## src/hw/rtl/simon_pkg.sv

```systemverilog
// Shared types, constants and round functions for the Simon 128/256 cipher.
// No dependencies; every other file in hw/rtl except simon_ram imports this package.
package simon_pkg;

    localparam int ROUND_COUNT = 72;
    localparam int RND_W       = $clog2(ROUND_COUNT);
    localparam int WORD_W      = 64;
    localparam int KEY_WORDS   = 4;
    localparam int KEY_IDX_W   = $clog2(KEY_WORDS);
    localparam int ADDR_W      = KEY_IDX_W + 3;   // 8-byte register stride

    localparam logic [WORD_W-1:0] KEY_CONST = 64'hffff_ffff_ffff_fffc;
    localparam logic [WORD_W-1:0] Z_SEQ     = 64'hfdc9_4c3a_046d_678b;

    // Item op codes
    localparam logic OP_ENC = 1'b0;
    localparam logic OP_DEC = 1'b1;

    typedef logic [WORD_W-1:0]    word_t;
    typedef logic [RND_W-1:0]     rnd_t;
    typedef logic [ADDR_W-1:0]    addr_t;
    typedef logic [KEY_IDX_W-1:0] key_idx_t;

    localparam rnd_t LAST_RND = RND_W'(ROUND_COUNT - 1);

    // Controller to datapath commands
    typedef struct packed {
        logic load_item;   // capture block halves
        logic load_keys;   // capture key words for expansion
        logic key_step;    // one key-schedule step, write k0 to store
        logic round_step;  // one Feistel round with the store's read data
        logic out_load;    // move working halves to output register
        logic dec;         // current item decrypts
        rnd_t waddr;
        rnd_t raddr;
    } cmd_t;

    // f(x) = (x <<< 1 & x <<< 8) ^ x <<< 2
    function automatic word_t round_f(input word_t v);
        round_f = ({v[62:0], v[63]} & {v[55:0], v[63:56]}) ^ {v[61:0], v[63:62]};
    endfunction

    // z-sequence bit: 64 stored bits, then 0, 1, and 0 for the remaining rounds
    function automatic logic seq_bit(input rnd_t s);
        if (s < RND_W'(64))
            seq_bit = Z_SEQ[s[5:0]];
        else
            seq_bit = (s == RND_W'(65));
    endfunction

    // New newest key word from oldest (k0), second oldest (k1), newest (k3)
    function automatic word_t key_next(input word_t k0, input word_t k1,
                                       input word_t k3, input rnd_t s);
        key_next = k0 ^ KEY_CONST ^ {{(WORD_W-1){1'b0}}, seq_bit(s)}
                 ^ {k3[2:0], k3[63:3]} ^ {k3[3:0], k3[63:4]}
                 ^ k1 ^ {k1[0], k1[63:1]};
    endfunction

endpackage

```

## src/hw/rtl/simon_ram.sv

```systemverilog
// Generic single-write, single-read RAM with registered read data.
// No dependencies.
module simon_ram #(
    parameter  int WIDTH = 64,
    parameter  int DEPTH = 72,
    localparam int AW    = $clog2(DEPTH)
) (
    input  logic             clk,
    input  logic             we,
    input  logic [AW-1:0]    waddr,
    input  logic [WIDTH-1:0] wdata,
    input  logic [AW-1:0]    raddr,
    output logic [WIDTH-1:0] rdata
);
    logic [WIDTH-1:0] mem [DEPTH];
    logic [WIDTH-1:0] rdata_reg;

    always_ff @(posedge clk)
    begin
        if (we)
        begin
            mem[waddr] <= wdata;
        end
        rdata_reg <= mem[raddr];
    end

    assign rdata = rdata_reg;
endmodule

```

## src/hw/rtl/simon_dp.sv

```systemverilog
// Datapath: key-schedule shift registers, round-key store, round unit and
// output register. Depends on simon_pkg and simon_ram.
module simon_dp (
    input  logic            clk,
    input  simon_pkg::cmd_t cmd,
    input  logic            op,
    input  simon_pkg::word_t block_lo,
    input  simon_pkg::word_t block_hi,
    input  simon_pkg::word_t key_word_0,
    input  simon_pkg::word_t key_word_1,
    input  simon_pkg::word_t key_word_2,
    input  simon_pkg::word_t key_word_3,
    output simon_pkg::word_t result_lo,
    output simon_pkg::word_t result_hi
);
    import simon_pkg::*;

    word_t k0_reg, k1_reg, k2_reg, k3_reg;
    word_t a_reg, b_reg;          // a: half fed to f(), b: other half
    word_t res_lo_reg, res_hi_reg;
    word_t rk;

    simon_ram #(.WIDTH(WORD_W), .DEPTH(ROUND_COUNT)) u_store (
        .clk   (clk),
        .we    (cmd.key_step),
        .waddr (cmd.waddr),
        .wdata (k0_reg),
        .raddr (cmd.raddr),
        .rdata (rk)
    );

    // Key schedule: k0 oldest, k3 newest
    always_ff @(posedge clk)
    begin
        if (cmd.load_keys)
        begin
            k0_reg <= key_word_0;
            k1_reg <= key_word_1;
            k2_reg <= key_word_2;
            k3_reg <= key_word_3;
        end
        else if (cmd.key_step)
        begin
            k0_reg <= k1_reg;
            k1_reg <= k2_reg;
            k2_reg <= k3_reg;
            k3_reg <= key_next(k0_reg, k1_reg, k3_reg, cmd.waddr);
        end
    end

    // Decrypt runs the same round with the halves swapped
    always_ff @(posedge clk)
    begin
        if (cmd.load_item)
        begin
            a_reg <= (op == OP_DEC) ? block_lo : block_hi;
            b_reg <= (op == OP_DEC) ? block_hi : block_lo;
        end
        else if (cmd.round_step)
        begin
            a_reg <= b_reg ^ round_f(a_reg) ^ rk;
            b_reg <= a_reg;
        end
        if (cmd.out_load)
        begin
            res_hi_reg <= cmd.dec ? b_reg : a_reg;
            res_lo_reg <= cmd.dec ? a_reg : b_reg;
        end
    end

    assign result_lo = res_lo_reg;
    assign result_hi = res_hi_reg;
endmodule

```

## config.mk

```make
export PLATFORM = sky130hd
export DESIGN_NAME = simon_dp
export DESIGN_NICKNAME = d
export VERILOG_FILES = /design/src/hw/rtl/simon_pkg.sv /design/src/hw/rtl/simon_ram.sv /design/src/hw/rtl/simon_dp.sv
export SDC_FILE = /design/constraint.sdc
export NUM_CORES = 2
export LEC_CHECK = 0
export BUFFER_PORTS_ARGS = -buffer_cell sky130_fd_sc_hd__buf_2
export CORE_ASPECT_RATIO = 1.5
export CORE_MARGIN = 3
export CORE_UTILIZATION = 40
export CTS_BUF_LIST = sky130_fd_sc_hd__clkbuf_8
export CTS_CLUSTER_DIAMETER = 40
export CTS_CLUSTER_SIZE = 16
export DETAILED_ROUTE_END_ITERATION = 10
export MAX_ROUTING_LAYER = met4
export PLACE_DENSITY = 0.63
export SYNTH_ARGS = -nofsm -noshare
export SYNTH_HDL_FRONTEND = slang
export SYNTH_MEMORY_MAX_BITS = 65536
export SYNTH_SLANG_ARGS = --single-unit
```

## constraint.sdc

```tcl
create_clock -name clk -period 12.5 [get_ports clk]
set_clock_uncertainty 0.1 [all_clocks]
set_input_delay 1.875 -clock clk [delete_from_list [all_inputs] [get_ports clk]]
set_output_delay 1.875 -clock clk [all_outputs]
set_load 0.01 [all_outputs]
```

==> impl_results.md <==
* Outcome: finished, final reports clean
* LEAKAGE at 71.2 nW
* Clock share of power at 31.1%
* EDFF count, synth at 5120
* Unrepaired setup endpoints after global routing: false
* Worst-Margin Slew at 1.23 ns
* Post-route ant nets at 0
* Most frequent cells in the layout: 5120 x edfxtp_1, 1027 x mux2_2, 769 x mux4_2
* Area delta synth->final at 10.8%
* Switch Pwr at 8.84 mW
* Tmin final at 5.51 ns
* FF+latch area at 155000 um^2
* Worst path bufs/invs at 4
* IO buf count at 533
* Final Hold Fails at 0
* Sink Count at 5184
* DIE HEIGHT at 882 um
* Initial antenna violation count at 30
* Worst Path Max Fanout at 51
* Crit path max-delay cell type: buf_4
* Largest Register: u_store.mem
* Core Area at 509000 um^2
* IO Pins at 534
* Endpoints failing setup at 0
* PD cells at 155 nW/um^2
* Gr ovfl total at 0
* Register area share after synthesis at 75.8%
* Hold slack at 0.431 ns
* Worst R2R Path Depth at 4
* Placer congestion estimate at 0.852
* Fmax at 0.182 GHz
* Comb power frac at 10.5%
* Vias in the first global route at 105000
* Critical Path End: u_store.rdata[56]$_DFF_P_
* Detail Placement HPWL at 316 mm
* Synth Flop Type: edfxtp_1
* Multi-input logic area at 47500 um^2
* All-Layer GR Usage at 21.7%
* CP cell instances: buf_8 > buf_4 > buf_4 > buf_4 > mux4_2 > mux4_2 > o22ai_1 > a211oi_2
* Largest net degree at the start of global routing at 144
* Clock slew at reported path FFs at 0.10 ns
* CTS resizes at 0
* Net Sw Frac at 25.1%
* Global-route wire length before repair at 786 mm
* Setup crit end kind: register
* WL/cell at 31.2 um
* Critical path required time at 13.50 ns
* Util after Layout at 44.5%
* Vias at 103000
* Max reg flops at 4608
* Die Width at 590 um
* CP Launch Point: cmd[2]
* Via/cell ratio at 5.74
* Worst path most repeated cell: buf_4
* Critical Path AT at 6.51 ns
* Starting Density at 40.2%
* CTS tree: yes
* Postcts setup bufs at 0
* Setup CP Type: in2reg
* H-Tree Depth at 5
* CTS root buf: clkbuf_8
* Seq pwr share at 58.4%
* Post-Syn Nets at 10500
* Final Cell Area at 227000 um^2
* Max-slew headroom at 18.0%
* Avg Cell Area, Syn at 20.3 um^2
* Distinct cells, synth at 46
* R2r startpoint: u_store.mem[19][41]$_DFFE_PP_
* Final #Nets at 11200
* Num rows at 321
* DR pass1 iterations at 7
* Die Outline Area at 520000 um^2
* Reg2Reg Setup Slack at 9.88 ns
* Period utilisation layout at 44.1%
* Post-place instance area at 216000 um^2
* Clock Latency Late Sink at 1.31 ns
* Syn Inst Count at 10100
* Crit path max-delay family: buffers and inverters
* Power Internal at 26.3 mW
* Share of cells above drive strength 1 at 31.7%
* Setup tns final at 0 ns
* Peak supply drop at 0.149 mV
* Hold-fix buffers at CTS at 0
* Crit path depth at 8
* Synthesized area at 205000 um^2
* Num CTS Buffers at 457
* Asr flop ratio synth at 0%
* Fillers at 43200
* Synthesis warning total at 0
* End of the worst register-to-register path: u_store.rdata[41]$_DFF_P_
* Final wirelength at 561 mm
* Max-cap violations at 0
* Number of synthesized register bits at 5184
* CP Launch Type: primary input
* Hold Path Class: reg2reg
* # DRC at 0
* Pins Over Slew Limit at 0
* Commonest non-fill, non-tap cell in the layout: edfxtp_1
* CP max stage delay at 0.81 ns
* Initial DRC Count at 11200
* Max clock buf depth at 4
-- worst min-delay path by stage --
stage                                    start  cells past startpoint  slack (ns)                    to
final                     k2_reg[20]$_DFFE_PP_                      1        0.43  k1_reg[20]$_DFFE_PP_
after detailed placement   k2_reg[5]$_DFFE_PP_                      1        0.44   k1_reg[5]$_DFFE_PP_
after global routing      k2_reg[20]$_DFFE_PP_                      1        0.45  k1_reg[20]$_DFFE_PP_
after CTS                 k2_reg[20]$_DFFE_PP_                      1        0.42  k1_reg[20]$_DFFE_PP_
after floorplan           k2_reg[63]$_DFFE_PP_                      1        0.42  k1_reg[63]$_DFFE_PP_
after global placement    k2_reg[45]$_DFFE_PP_                      1        0.43  k1_reg[45]$_DFFE_PP_
-- cell usage after synthesis (51+ instances only) --
cell	instances	area, um^2
edfxtp_1	5120	154000
mux2_2	1027	11600
mux4_2	769	17300
mux2i_1	448	4480
xnor2_1	380	3330
o22ai_1	320	2000
a211oi_1	286	2150
nor2_1	268	1010
clkbuf_1	264	991
o21ai_0	194	971
a21oi_1	189	946
buf_2	179	896
nand2_1	82	308
nor2b_1	70	438
and2_1	66	413
nor4_1	65	407
dfxtp_1	64	1280
buf_4	54	405
buf_1	51	191
-- stage by stage --
step / worst slack [ns] / cells / power, mW
finish: 6.99 / 18000 / 35.2
global route: 6.96 / 18000 / 36.4
CTS: 7.12 / 18000 / 35.5
detailed placement: 5.67 / 17100 / 24.7
global placement: 5.79 / 17100 / 24.5
floorplan: 4.65 / 10100 / 23.3
-- power by group through the flow --
stage / registers (mW) / logic [mW] / clock network (mW)
2_1_floorplan: 21.0 / 2.31 / 0
3_3_place_gp: 21.0 / 3.59 / 0
3_5_place_dp: 21.0 / 3.69 / 0
4_1_cts: 20.6 / 3.71 / 11.2
5_1_grt: 20.6 / 3.98 / 11.8
6_report: 20.6 / 3.68 / 10.9
-- area by class of cell --
type                            instances  share of cell area (%)
Sequential cell                      5184                    68.4
Inverter                                6                  0.0110
Antenna cell                           33                  0.0364
Clock buffer                          472                    2.87
Tap cell                             6783                    3.74
Timing Repair Buffer                  847                    2.32
Clock inverter                        366                    1.67
Multi-Input combinational cell       4307                    21.0
-- layer usage --
metal / share of wire [%] / global-route usage (%) / wire [um] / vias to the layer above
met4: 3.0 / 6.08 / 16600 / 0
met2: 50 / 36.2 / 283000 / 4640
li1: - / - / - / 42700
met1: 39 / 27.4 / 219000 / 55000
met5: 0 / - / 0 / -
met3: 7.6 / 3.61 / 42800 / 954
-- cells by family after synthesis --
logic type / share of synthesized area (%)
AOI/OAI and AO/OA: 3.57
xor gates and xnor gates: 1.66
adders and majority gates: 0.0245
buffers and inverters: 1.32
DFF: 75.8
muxes: 16.3
and+or+nand+nor: 1.34
-- worst register-to-register path, delay by kind of cell (launching register included) --
kind	cells	cell delay, ns
AO/OA/AOI/OAI	2	0.99
multiplexers	2	0.98
flip-flops	1	0.37
Note: power is estimated with default switching activity, not from simulation.
