### src/hw/rtl/simon_pkg.sv
// Shared types, constants and round functions for the Simon 128/256 cipher.
// No dependencies; every other file in hw/rtl except simon_ram imports this package.
package simon_pkg;

    localparam int ROUND_COUNT = 72;
    localparam int RND_W       = $clog2(ROUND_COUNT);
    localparam int WORD_W      = 64;
    localparam int KEY_WORDS   = 4;
    localparam int KEY_IDX_W   = $clog2(KEY_WORDS);
    localparam int ADDR_W      = KEY_IDX_W + 3;   // 8-byte register stride

    localparam logic [WORD_W-1:0] KEY_CONST = 64'hffff_ffff_ffff_fffc;
    localparam logic [WORD_W-1:0] Z_SEQ     = 64'hfdc9_4c3a_046d_678b;

    // Item op codes
    localparam logic OP_ENC = 1'b0;
    localparam logic OP_DEC = 1'b1;

    typedef logic [WORD_W-1:0]    word_t;
    typedef logic [RND_W-1:0]     rnd_t;
    typedef logic [ADDR_W-1:0]    addr_t;
    typedef logic [KEY_IDX_W-1:0] key_idx_t;

    localparam rnd_t LAST_RND = RND_W'(ROUND_COUNT - 1);

    // Controller to datapath commands
    typedef struct packed {
        logic load_item;   // capture block halves
        logic load_keys;   // capture key words for expansion
        logic key_step;    // one key-schedule step, write k0 to store
        logic round_step;  // one Feistel round with the store's read data
        logic out_load;    // move working halves to output register
        logic dec;         // current item decrypts
        rnd_t waddr;
        rnd_t raddr;
    } cmd_t;

    // f(x) = (x <<< 1 & x <<< 8) ^ x <<< 2
    function automatic word_t round_f(input word_t v);
        round_f = ({v[62:0], v[63]} & {v[55:0], v[63:56]}) ^ {v[61:0], v[63:62]};
    endfunction

    // z-sequence bit: 64 stored bits, then 0, 1, and 0 for the remaining rounds
    function automatic logic seq_bit(input rnd_t s);
        if (s < RND_W'(64))
            seq_bit = Z_SEQ[s[5:0]];
        else
            seq_bit = (s == RND_W'(65));
    endfunction

    // New newest key word from oldest (k0), second oldest (k1), newest (k3)
    function automatic word_t key_next(input word_t k0, input word_t k1,
                                       input word_t k3, input rnd_t s);
        key_next = k0 ^ KEY_CONST ^ {{(WORD_W-1){1'b0}}, seq_bit(s)}
                 ^ {k3[2:0], k3[63:3]} ^ {k3[3:0], k3[63:4]}
                 ^ k1 ^ {k1[0], k1[63:1]};
    endfunction

endpackage

### src/hw/rtl/simon_ctrl.sv
// Controller: sequences key expansion, rounds and result hand-off.
// Depends on simon_pkg.
module simon_ctrl (
    input  logic            clk,
    input  logic            rst_n,
    input  logic            cfg_wr,
    input  logic            req_valid,
    input  logic            req_op,
    output logic            req_ready,
    output logic            rsp_valid,
    input  logic            rsp_ready,
    output simon_pkg::cmd_t cmd
);
    import simon_pkg::*;

    typedef enum logic [2:0] {
        S_IDLE,
        S_EXPAND,
        S_FETCH,
        S_RUN,
        S_DONE
    } state_t;

    state_t state_reg, state_next;
    rnd_t   cnt_reg, cnt_next;
    logic   dec_reg, dec_next;
    logic   keys_ready_reg, keys_ready_next;
    logic   out_valid_reg, out_valid_next;

    function automatic rnd_t key_idx(input logic dec, input rnd_t r);
        key_idx = dec ? (LAST_RND - r) : r;
    endfunction

    always_comb
    begin
        state_next      = state_reg;
        cnt_next        = cnt_reg;
        dec_next        = dec_reg;
        keys_ready_next = keys_ready_reg;
        out_valid_next  = out_valid_reg;
        cmd             = '0;
        cmd.dec         = dec_reg;
        cmd.waddr       = cnt_reg;

        if (out_valid_reg && rsp_ready)
        begin
            out_valid_next = 1'b0;
        end

        case (state_reg)
            S_IDLE:
            begin
                if (req_valid)
                begin
                    cmd.load_item = 1'b1;
                    cmd.load_keys = !keys_ready_reg;
                    dec_next      = (req_op == OP_DEC);
                    cnt_next      = '0;
                    state_next    = keys_ready_reg ? S_FETCH : S_EXPAND;
                end
            end
            S_EXPAND:
            begin
                cmd.key_step = 1'b1;
                if (cnt_reg == LAST_RND)
                begin
                    keys_ready_next = 1'b1;
                    cnt_next        = '0;
                    state_next      = S_FETCH;
                end
                else
                begin
                    cnt_next = cnt_reg + RND_W'(1);
                end
            end
            S_FETCH:
            begin
                cmd.raddr  = key_idx(dec_reg, '0);
                cnt_next   = '0;
                state_next = S_RUN;
            end
            S_RUN:
            begin
                cmd.round_step = 1'b1;
                if (cnt_reg == LAST_RND)
                begin
                    state_next = S_DONE;
                end
                else
                begin
                    cmd.raddr = key_idx(dec_reg, cnt_reg + RND_W'(1));
                    cnt_next  = cnt_reg + RND_W'(1);
                end
            end
            S_DONE:
            begin
                if (!out_valid_reg || rsp_ready)
                begin
                    cmd.out_load   = 1'b1;
                    out_valid_next = 1'b1;
                    state_next     = S_IDLE;
                end
            end
            default:
            begin
                state_next = S_IDLE;
            end
        endcase

        // key writes must arrive only while idle; the controller does not enforce this
        if (cfg_wr)
        begin
            keys_ready_next = 1'b0;
        end
    end

    always_ff @(posedge clk or negedge rst_n)
    begin
        if (!rst_n)
        begin
            state_reg      <= S_IDLE;
            cnt_reg        <= '0;
            dec_reg        <= 1'b0;
            keys_ready_reg <= 1'b0;
            out_valid_reg  <= 1'b0;
        end
        else
        begin
            state_reg      <= state_next;
            cnt_reg        <= cnt_next;
            dec_reg        <= dec_next;
            keys_ready_reg <= keys_ready_next;
            out_valid_reg  <= out_valid_next;
        end
    end

    assign req_ready = (state_reg == S_IDLE);
    assign rsp_valid = out_valid_reg;

    // rounds only run on an expanded key
    assert property (@(posedge clk) disable iff (!rst_n)
        cmd.round_step |-> keys_ready_reg)
        else $error("round started without round keys");

    // store writes stay within the schedule length
    assert property (@(posedge clk) disable iff (!rst_n)
        cmd.key_step |-> (cnt_reg <= LAST_RND))
        else $error("key step beyond last round key");

    // expansion completes straight into the first key fetch
    assert property (@(posedge clk) disable iff (!rst_n)
        (state_reg == S_EXPAND && cnt_reg == LAST_RND) |=>
        (state_reg == S_FETCH && keys_ready_reg))
        else $error("expansion did not hand over to the rounds");

    // a result is never loaded over one still waiting
    assert property (@(posedge clk) disable iff (!rst_n)
        cmd.out_load |-> (!out_valid_reg || rsp_ready))
        else $error("pending result overwritten");
endmodule

### config.mk
export PLATFORM = sky130hd
export DESIGN_NAME = simon_ctrl
export DESIGN_NICKNAME = d
export VERILOG_FILES = /design/src/hw/rtl/simon_pkg.sv /design/src/hw/rtl/simon_ctrl.sv
export SDC_FILE = /design/constraint.sdc
export NUM_CORES = 1
export LEC_CHECK = 0
export BUFFER_PORTS_ARGS = -buffer_cell sky130_fd_sc_hd__buf_2
export CAP_MARGIN = 20
export CELL_PAD_IN_SITES_DETAIL_PLACEMENT = 1
export CELL_PAD_IN_SITES_GLOBAL_PLACEMENT = 1
export CORE_UTILIZATION = 38
export CTS_BUF_LIST = sky130_fd_sc_hd__clkbuf_16
export CTS_CLUSTER_DIAMETER = 200
export CTS_CLUSTER_SIZE = 10
export DETAILED_ROUTE_END_ITERATION = 12
export GPL_ROUTABILITY_DRIVEN = 0
export PLACE_DENSITY = 0.92
export SETUP_SLACK_MARGIN = 0.3
export SYNTH_ARGS = -nofsm -noshare
export SYNTH_HDL_FRONTEND = slang
export SYNTH_SLANG_ARGS = --single-unit
### constraint.sdc
create_clock -name clk -period 4.1 [get_ports clk]
set_clock_uncertainty 0.05 [all_clocks]
set_input_delay 0.205 -clock clk [delete_from_list [all_inputs] [get_ports clk]]
set_output_delay 0.205 -clock clk [all_outputs]
set_load 0.02 [all_outputs]
==> out/qor.txt, run 1 <==
Status - finished, final reports clean
Vias in the first global route - 767
Unrepaired setup endpoints after global routing - no
Final wirelength - 2.14 mm
Sequential-to-total area share from yosys stat - 39.8%
Average via count per standard cell - 5.30
Die Area - 2340 µm²
H-tree depth - 1
Most numerous cell in the Yosys netlist - nand2_1
Row count - 16
Synth area leaders - dfrtp_1 (40%), nand2_1 (6.4%), nor2_1 (5.5%), xnor2_1 (5.4%), o21ai_0 (4.3%)
EDFF count, synth - 0
Element type at the critical path start - flip-flop
Pwr dens - 307 nW/µm²
Ant. Diodes - 0
Overall routing resource usage - 21.0%
Pin count of the biggest net entering global routing - 14
Hold Buf Count CTS - 1
Remaining Overflow, GRT - 0
Commonest cells in the netlist - nand2_1 (14), dfrtp_1 (13), nor2_1 (12), o21ai_0 (7), xnor2_1 (5)
Max Cap Violations - 0
Top Ports - 28
Share of layout cells above drive strength 1 - 26.7%
Crit path max-delay cell type - dfrtp_1
Longest Clk Path Bufs - 2
Initial Utilization - 40.9%
CTS tree - built
Worst-path clk slew - 50 ps
Critical Path AT - 2110 ps
Initial antenna violation count - 0
Max reg flops - 7
DPL Wire Length - 1.59 mm
Wl on met1 - 900 µm
Area leader, netlist - dfrtp_1
Slew @ Worst Pin - 396 ps
FFs w/ async S/R, synth - 100%
Placed cell count - 142
Setup TNS Final - 0 ps
Final Hold Fails - 0
Critical path's largest stage delay - 450 ps
Area fraction of the dominant cell type after synthesis - 39.8%
Distinct cells, synth - 34
Worst rel slew slack - 73.5%
Die Span Y - 48.4 µm
Core Footprint - 2000 µm²
Final Setup Violations - 0
Post-CTS setup buffer count - 0
CP Capture Type - output pin
Nets - 129
Met3 wire length - 69 µm
Mean area per synthesized cell - 8.80 µm²
Root buf cell - clkbuf_16
DR WL/cell - 14.6 µm
Crit-path cells - ha_1, nand3_1, xor2_1, and3_1, a21boi_0, o31ai_1, buf_2
DR iter-0 viols - 5
Min Tclk post-route - 2360 ps
# DRC - 0
Max Used Layer - met4
CP max FO - 7
Class of the worst hold path - in2reg
Synth warn - 0
FMAX - 424 MHz
Routed Antenna Nets - 0
TritonCTS Sinks - 13
First-pass iteration count of the detailed router - 4
CTS resizes - 0
First-pass GRT wire length - 3.69 mm
Cells after Synth - 93
Buffers added on ports - 27
Post-synthesis cell area - 818 µm²
Inserted Clock Buffers - 3
Predominant post-synthesis flop cell - dfrtp_1
Clock latency on the worst-skew pair - 240 ps
Area growth syn-to-layout - 27.4%
Total power - 0.000320 W
Period utilization - 57.6%
Via count - 779
Finished Core Util - 52.1%
Pleak - 0.532 nW
Fin. max-slew vios - 0
Die W - 48.4 µm
Number of synthesized register bits - 13
Syn_nets - 101
Kind of critical path - reg2out
Finished Layout Cells - 147
Max VDD drop - 309 µV
Met2 WL post-DR - 1.14 mm
Req. time, crit path - 3850 ps
==> layout by cell type (no fill, tap or decap), types with 2 or more instances in the layout <==
master and count:
nor2_1 12, nand3_1 3, a21oi_1 2, dfrtp_1 13
ha_1 2, buf_2 27, o21ai_0 7, clkbuf_16 3
and3_1 2, nor3_1 2, and2_1 2, xor2_1 4
xnor2_1 5, nand2_1 14, nand2b_1 3
==> logic make-up after synthesis <==
family                     synth area share, %
AOI/OAI and AO/OA                         14.5
muxes                                     1.38
buffers and inverters                     4.74
xor gates and xnor gates                  9.63
and+or+nand+nor                           26.9
adders and majority gates                 3.06
DFF                                       39.8
==> layer usage <==
metal	vias up	global-route usage (%)
met5	-	0
met4	0	6.86
met3	4	4.72
met2	23	40.4
met1	377	22.3
li1	375	-
==> path summary, 6_finish.rpt <==
check                                 end  startpoint  cells past startpoint  slack, ps
setup / recovery                   cmd[6]  cnt_reg[0]                      7       1740
hold / removal             keys_ready_reg      cfg_wr                      2         60
setup reg to reg               cnt_reg[1]  cnt_reg[0]                      5       2130
hold reg to reg                 rsp_valid   rsp_valid                      2        480
max in group asynchronous      cnt_reg[2]       rst_n                      2       3430
min in group asynchronous      cnt_reg[0]       rst_n                      2        330
==> worst max-delay path, delay by kind of cell (launching register included) <==
family	cells	cell delay [ps]
adders and majority gates	1	290
and+or+nand+nor	2	360
AOI/OAI and AO/OA	2	290
buffers and inverters	1	200
DFF	1	450
xor gates and xnor gates	1	280
==> where the power goes <==
part	total [W]	switching (W)	internal [W]
clock	0.000185	0.0000551	0.000130
combinational	0.00000607	0.00000349	0.00000258
sequential	0.000129	0.0000000000000000000439	0.000129
total	0.000320	0.0000586	0.000261
==> final cells by class <==
cell class / instances / area, µm²
Clock buffer: 3 / 75.1
Fill cell: 249 / 960
Sequential cell: 13 / 325
Clock inverter: 1 / 5.00
Tap cell: 27 / 33.8
Multi-Input combinational cell: 74 / 454
Timing Repair Buffer: 28 / 145
Inverter: 1 / 3.75
==> metrics by stage <==
stage | worst slack [ps] | hold WS, ps | cell area, µm²
2_1_floorplan | 1870 | -141 | 818
3_3_place_gp | 2150 | 55.2 | 952
3_5_place_dp | 2030 | 60.8 | 952
4_1_cts | 1730 | 54.9 | 1040
5_1_grt | 1540 | 62.3 | 1040
6_report | 1740 | 55.5 | 1040
No activity file was read; power rests on OpenSTA's default activity.
==> run 2, diff against run 1 <==
--- a/config.mk
+++ b/config.mk
@@ -9,13 +9,13 @@
 export CAP_MARGIN = 20
 export CELL_PAD_IN_SITES_DETAIL_PLACEMENT = 1
 export CELL_PAD_IN_SITES_GLOBAL_PLACEMENT = 1
-export CORE_UTILIZATION = 38
+export CORE_UTILIZATION = 35
 export CTS_BUF_LIST = sky130_fd_sc_hd__clkbuf_16
 export CTS_CLUSTER_DIAMETER = 200
 export CTS_CLUSTER_SIZE = 10
 export DETAILED_ROUTE_END_ITERATION = 12
 export GPL_ROUTABILITY_DRIVEN = 0
-export PLACE_DENSITY = 0.92
+export PLACE_DENSITY = 0.87
 export SETUP_SLACK_MARGIN = 0.3
 export SYNTH_ARGS = -nofsm -noshare
 export SYNTH_HDL_FRONTEND = slang
==> constraint.sdc (replaced) <==
create_clock -name clk -period 2.4 [get_ports clk]
set_clock_uncertainty 0.05 [all_clocks]
set_input_delay 0.12 -clock clk [delete_from_list [all_inputs] [get_ports clk]]
set_output_delay 0.12 -clock clk [all_outputs]
set_load 0.02 [all_outputs]
==> run 2 against run 1 <==
Setup slack got worse by 1400 ps. Via count rose by 3.2%. Hold slack got worse by 15 ps. Critical path depth fell by 1. Sequential power rose by 71%. Global-route usage rose by 0.61 points. Power rose by 71%. Critical path type unchanged. Cell count rose by 3.4%. Core utilization rose by 0.54 points. Wire length rose by 23%. Register-to-register slack got worse by 1600 ps.
==> out/qor.txt, run 2 (synthesized netlist as in run 1, its figures left out) <==
Overall routing resource usage - 21.6% (+0.61 points)
CP bufs+invs - 1 (unchanged)
CP max FO - 6 (-1)
Nets - 133 (+3.1%)
# DRC - 0 (unchanged)
Placed cell count - 143 (+0.70%)
First-pass GRT wire length - 3.97 mm (+7.5%)
Vias in the first global route - 831 (+8.3%)
Initial Utilization - 37.0% (-3.9 points)
First-pass iteration count of the detailed router - 4 (unchanged)
Class of the worst hold path - in2reg
Reg2Reg Depth - 5 (unchanged)
Pleak - 0.556 nW (+4.6%)
Worst-path clk slew - 50 ps (about the same)
Min Tclk post-route - 2080 ps
Crit-path cells - nand3_1, nor2_1, xnor2_1, and3b_1, o31ai_2, buf_4
Pin count of the biggest net entering global routing - 14 (unchanged)
Core Footprint - 2210 µm² (+10%)
Routed Antenna Nets - 0 (unchanged)
Req. time, crit path - 2230 ps (-1620 ps)
Crit path max-delay cell type - dfrtp_1
Die Span Y - 50.4 µm (+4.0%)
Total power - 0.000545 W (+71%)
DR WL/cell - 17.4 µm (+19%)
Hold depth - 2 (unchanged)
Commonest non-fill, non-tap cell in the layout - buf_2
R2r setup slk - 560 ps (-1570 ps)
Worst rel slew slack - 69.7% (-3.8 points)
Buffers added on ports - 27 (unchanged)
Crit path max-delay family - simple AND/OR/NAND/NOR gates
Most frequent cells in the layout - buf_2 (25), nand2_1 (13), nor2_1 (12)
Period utilization - 86.6%
Setup TNS Final - 0 ps (unchanged)
Kind of critical path - reg2out
Max VDD drop - 381 µV (+23%)
TritonCTS Sinks - 13 (unchanged)
Clock latency on the worst-skew pair - 240 ps (about the same)
Max Cap Violations - 0 (unchanged)
Inserted Clock Buffers - 3 (unchanged)
Finished Layout Cells - 152 (+3.4%)
FMAX - 481 MHz
Final Hold Fails - 0 (unchanged)
Top Ports - 28 (unchanged)
Slew @ Worst Pin - 452 ps (+55.5 ps)
Initial antenna violation count - 0 (unchanged)
Root buf cell - clkbuf_16
Unrepaired setup endpoints after global routing - no
Die Area - 2540 µm² (+8.2%)
Pwr dens - 469 nW/µm² (+53%)
Average via count per standard cell - 5.29 (-0.19%)
Ant. Diodes - 0 (unchanged)
Die W - 50.4 µm (+4.0%)
Fin. max-slew vios - 0 (unchanged)
Critical path depth in cells - 6 (-1)
Longest Clk Path Bufs - 2 (unchanged)
Row count - 17 (+1)
Element type at the critical path start - flip-flop
Finished Core Util - 52.6% (+0.54 points)
Remaining Overflow, GRT - 0 (unchanged)
CTS tree - built
H-tree depth - 1 (unchanged)
Share of layout cells above drive strength 1 - 39.5% (+13 points)
DPL Wire Length - 1.63 mm (+2.2%)
Max reg flops - 7 (unchanged)
Area growth syn-to-layout - 42.2%
Status - finished, final reports clean
Critical path's largest stage delay - 530 ps (+80 ps)
DR iter-0 viols - 10 (+5)
CP Capture Type - output pin
Via count - 804 (+3.2%)
Final Setup Violations - 0 (unchanged)
Final wirelength - 2.64 mm (+23%)
Critical Path AT - 1910 ps (-200 ps)
-- run 2: cell count changes in the layout (fill, tap and decap cells not counted), sizes merged --
cell,delta
dlygate4sd3,+1
buf,+3
inv,+1
clkinv,-1
-- run 2: area by class of cell --
| type | count | area [µm²] |
|---|---|---|
| clock buffer | 3 | 75.1 |
| clock inverter | 1 | 3.75 |
| fill | 259 | 1050 |
| inverter | 1 | 3.75 |
| multi-input combinational | 74 | 533 |
| sequential | 13 | 330 |
| tap | 28 | 35.0 |
| timing repair buffer | 32 | 183 |
-- run 2: where the power goes --
group / internal (W) / switching [W] / total, W
logic: 0.00000546 / 0.00000615 / 0.0000116
clock network: 0.000220 / 0.0000939 / 0.000314
registers: 0.000220 / 0.0000000000000000000808 / 0.000220
total: 0.000445 / 0.000100 / 0.000545
-- run 2: repair_timing --
item / CTS / global route
buffers inserted: 0 / 3
hold endpoints to repair: 14 / 0
pin swaps: 0 / 4
setup endpoints to repair: 5 / 3
gates resized for setup: 5 / 15
hold buffers: 2 / 0
-- run 2: per-layer routing --
layer / up-vias / part of all wire [%] / track usage [%]
met2: 23 / 58 / 42.9
met4: 0 / 0.34 / 4.17
met3: 2 / 3.7 / 5.45
li1: 380 / - / -
met1: 399 / 38 / 22.3
met5: - / 0 / 0
-- run 2: path summary, 6_finish.rpt --
check                             end       start
max                            cmd[6]  cnt_reg[3]
min                           dec_reg      req_op
max reg2reg                cnt_reg[1]  cnt_reg[1]
min reg2reg                 rsp_valid   rsp_valid
max in group asynchronous  cnt_reg[0]       rst_n
min in group asynchronous  cnt_reg[3]       rst_n
-- run 2: stage by stage --
stage	hold slack, ps	worst slack [ps]	cell area [µm²]
detailed placement	-17.1	433	958
global placement	-27.3	526	958
global route	42.1	248	1160
finish	41.0	322	1160
floorplan	-226	407	823
CTS	42.1	310	1080
==> run 3, diff against run 2 <==
--- a/config.mk
+++ b/config.mk
@@ -16,7 +16,7 @@
 export DETAILED_ROUTE_END_ITERATION = 12
 export GPL_ROUTABILITY_DRIVEN = 0
 export PLACE_DENSITY = 0.87
-export SETUP_SLACK_MARGIN = 0.3
+export SETUP_SLACK_MARGIN = 0.5
 export SYNTH_ARGS = -nofsm -noshare
 export SYNTH_HDL_FRONTEND = slang
 export SYNTH_SLANG_ARGS = --single-unit
==> run 3 against run 2 <==
Final area grew 11%. Hold slack lost 3.1 ps. Critical path type unchanged. Critical path depth grew 1. Cell count grew 3.9%. Largest power group unchanged.
==> out/qor.txt, run 3 (synthesized netlist as in run 1, its figures left out) <==
Class of the worst hold path - in2reg
CTS tree - built
Reg2reg start - cnt_reg[0]
Combinational fraction of design power - 2.1% (about the same)
Core Footprint - 2210 µm² (unchanged)
First-pass iteration count of the detailed router - 4 (unchanged)
H-tree depth - 1 (unchanged)
Root buf cell - clkbuf_16
DPL Wire Length - 1.66 mm (+2.1%)
Top Ports - 28 (unchanged)
Nets - 139 (+4.5%)
Unrepaired setup endpoints after global routing - yes
Area growth syn-to-layout - 57.8%
CP max FO - 3 (-3)
Wl on met1 - 1.04 mm (+3.3%)
Most frequent cells in the layout - buf_2 (21), nand2_1 (12), buf_4 (11)
Die W - 50.4 µm (unchanged)
Max reg flops - 7 (unchanged)
Share of layout cells above drive strength 1 - 50.8% (+11 points)
TritonCTS Sinks - 13 (unchanged)
# DRC - 0 (unchanged)
Final Setup Violations - 0 (unchanged)
First-pass GRT wire length - 4.44 mm (+12%)
FMAX - 504 MHz (+4.8%)
Pleak - 0.618 nW (+11%)
Average via count per standard cell - 5.31 (+0.39%)
Pwr dens - 428 nW/µm² (-8.6%)
RR Endpoint - cnt_reg[6]
Commonest non-fill, non-tap cell in the layout - buf_2
Hold_ws - 37.8 ps (-3.14 ps)
Initial antenna violation count - 0 (unchanged)
Final wirelength - 2.71 mm (+2.7%)
Sw Ratio - 19.4% (+1.0 points)
Fin. max-slew vios - 0 (unchanged)
Final Hold Fails - 0 (unchanged)
Die Span Y - 50.4 µm (unchanged)
Pin count of the biggest net entering global routing - 14 (unchanged)
Max Used Layer - met4
Net switching power - 0.000107 W (+7.1%)
Max Cap Violations - 0 (unchanged)
Period utilization - 82.6% (-3.9 points)
Ant. Diodes - 0 (unchanged)
Internal power - 0.000446 W (+0.13%)
Row count - 17 (unchanged)
Hold worst-path end - dec_reg
Slew @ Worst Pin - 338 ps (-114 ps)
Die Area - 2540 µm² (unchanged)
Inserted Clock Buffers - 3 (unchanged)
Routed Antenna Nets - 0 (unchanged)
Met2 WL post-DR - 1.54 mm (+1.1%)
Hold path startpoint - req_op
Vias in the first global route - 910 (+9.5%)
Overall routing resource usage - 24.3% (+2.7 points)
R2r setup slk - 580 ps (+20 ps)
Req. time, crit path - 2230 ps (about the same)
Clock share of power - 58.1% (+0.5 points)
CP Capture Type - output pin
DR iter-0 viols - 15 (+5)
Clock latency on the worst-skew pair - 240 ps (about the same)
Via count - 839 (+4.4%)
Status - finished, final reports clean
Critical Path AT - 1810 ps (-100 ps)
Worst-path clk slew - 50 ps (about the same)
Kind of critical path - reg2out
Flop pwr share - 39.7% (-0.6 points)
Met3 wire length - 106 µm (+8.2%)
Reg2Reg Depth - 7 (+2)
Longest Clk Path Bufs - 2 (unchanged)
Min Tclk post-route - 1980 ps (-94.6 ps)
DR WL/cell - 17.1 µm (-1.2%)
Max VDD drop - 419 µV (+9.9%)
Setup TNS Final - 0 ps (unchanged)
Buffers added on ports - 27 (unchanged)
Worst rel slew slack - 77.4% (+7.7 points)
Initial Utilization - 37.0% (unchanged)
Element type at the critical path start - flip-flop
Remaining Overflow, GRT - 0 (unchanged)
Hold depth - 2 (unchanged)
==> run 3: area by class of cell <==
| class | instances | area (µm²) |
|---|---|---|
| clock inverters | 1 | 3.75 |
| flip-flops and latches | 13 | 332 |
| fillers | 267 | 921 |
| well taps | 28 | 35.0 |
| clock buffers | 3 | 75.1 |
| multi-input cells | 74 | 589 |
| repair buffers | 38 | 253 |
| inverters | 1 | 3.75 |
==> run 3: what timing repair did <==
item | in CTS | in global routing
pin swaps | 4 | 8
cloned | 0 | 0
buffers inserted | 8 | 1
gates resized for setup | 25 | 18
endpoints found under the setup margin | 11 | 12
hold endpoints to repair | 14 | 0
hold buffers | 2 | 0
==> run 3: per-layer routing <==
metal	vias to the layer above	GRT usage, %
li1	391	-
met1	419	25.8
met2	25	47.3
met3	4	5.76
met4	0	5.56
met5	-	0
==> run 3: worst max path at each step <==
stage	start	endpoint	depth (start not counted)
final	cnt_reg[1]	cmd[6]	7
after global routing	cnt_reg[0]	cmd[6]	7
after CTS	cnt_reg[1]	cmd[6]	7
after detailed placement	cnt_reg[0]	cmd[6]	7
after global placement	cnt_reg[0]	cmd[6]	7
after floorplan	cnt_reg[0]	cmd[0]	5
==> run 3: critical path, stage by stage, from the launching register on <==
cell     delay, ps
dfrtp_1        400
ha_4           180
nand3_4        100
xor2_4         180
and3_4         180
and3b_2        210
o31ai_4        180
buf_6          150
==> run 3: through the flow <==
stage | total power (W) | utilization [%] | setup WS [ps] | cell area [µm²] | std cells
2_1_floorplan | 0.000224 | - | 510 | 836 | 93
3_3_place_gp | 0.000232 | 43.9 | 503 | 971 | 143
3_5_place_dp | 0.000233 | 43.9 | 412 | 971 | 143
4_1_cts | 0.000553 | 55.1 | 397 | 1220 | 157
5_1_grt | 0.000566 | 58.4 | 335 | 1290 | 158
6_report | 0.000553 | 58.4 | 417 | 1290 | 158
==> run 3: power by group through the flow <==
| stage | Clock [W] | Combinational (W) | Sequential [W] |
|---|---|---|---|
| after floorplan | 0 | 0.000000701 | 0.000223 |
| final | 0.000322 | 0.0000118 | 0.000220 |
| after detailed placement | 0 | 0.00000974 | 0.000223 |
| after global routing | 0.000334 | 0.0000134 | 0.000219 |
| after global placement | 0 | 0.00000933 | 0.000223 |
| after CTS | 0.000321 | 0.0000123 | 0.000220 |
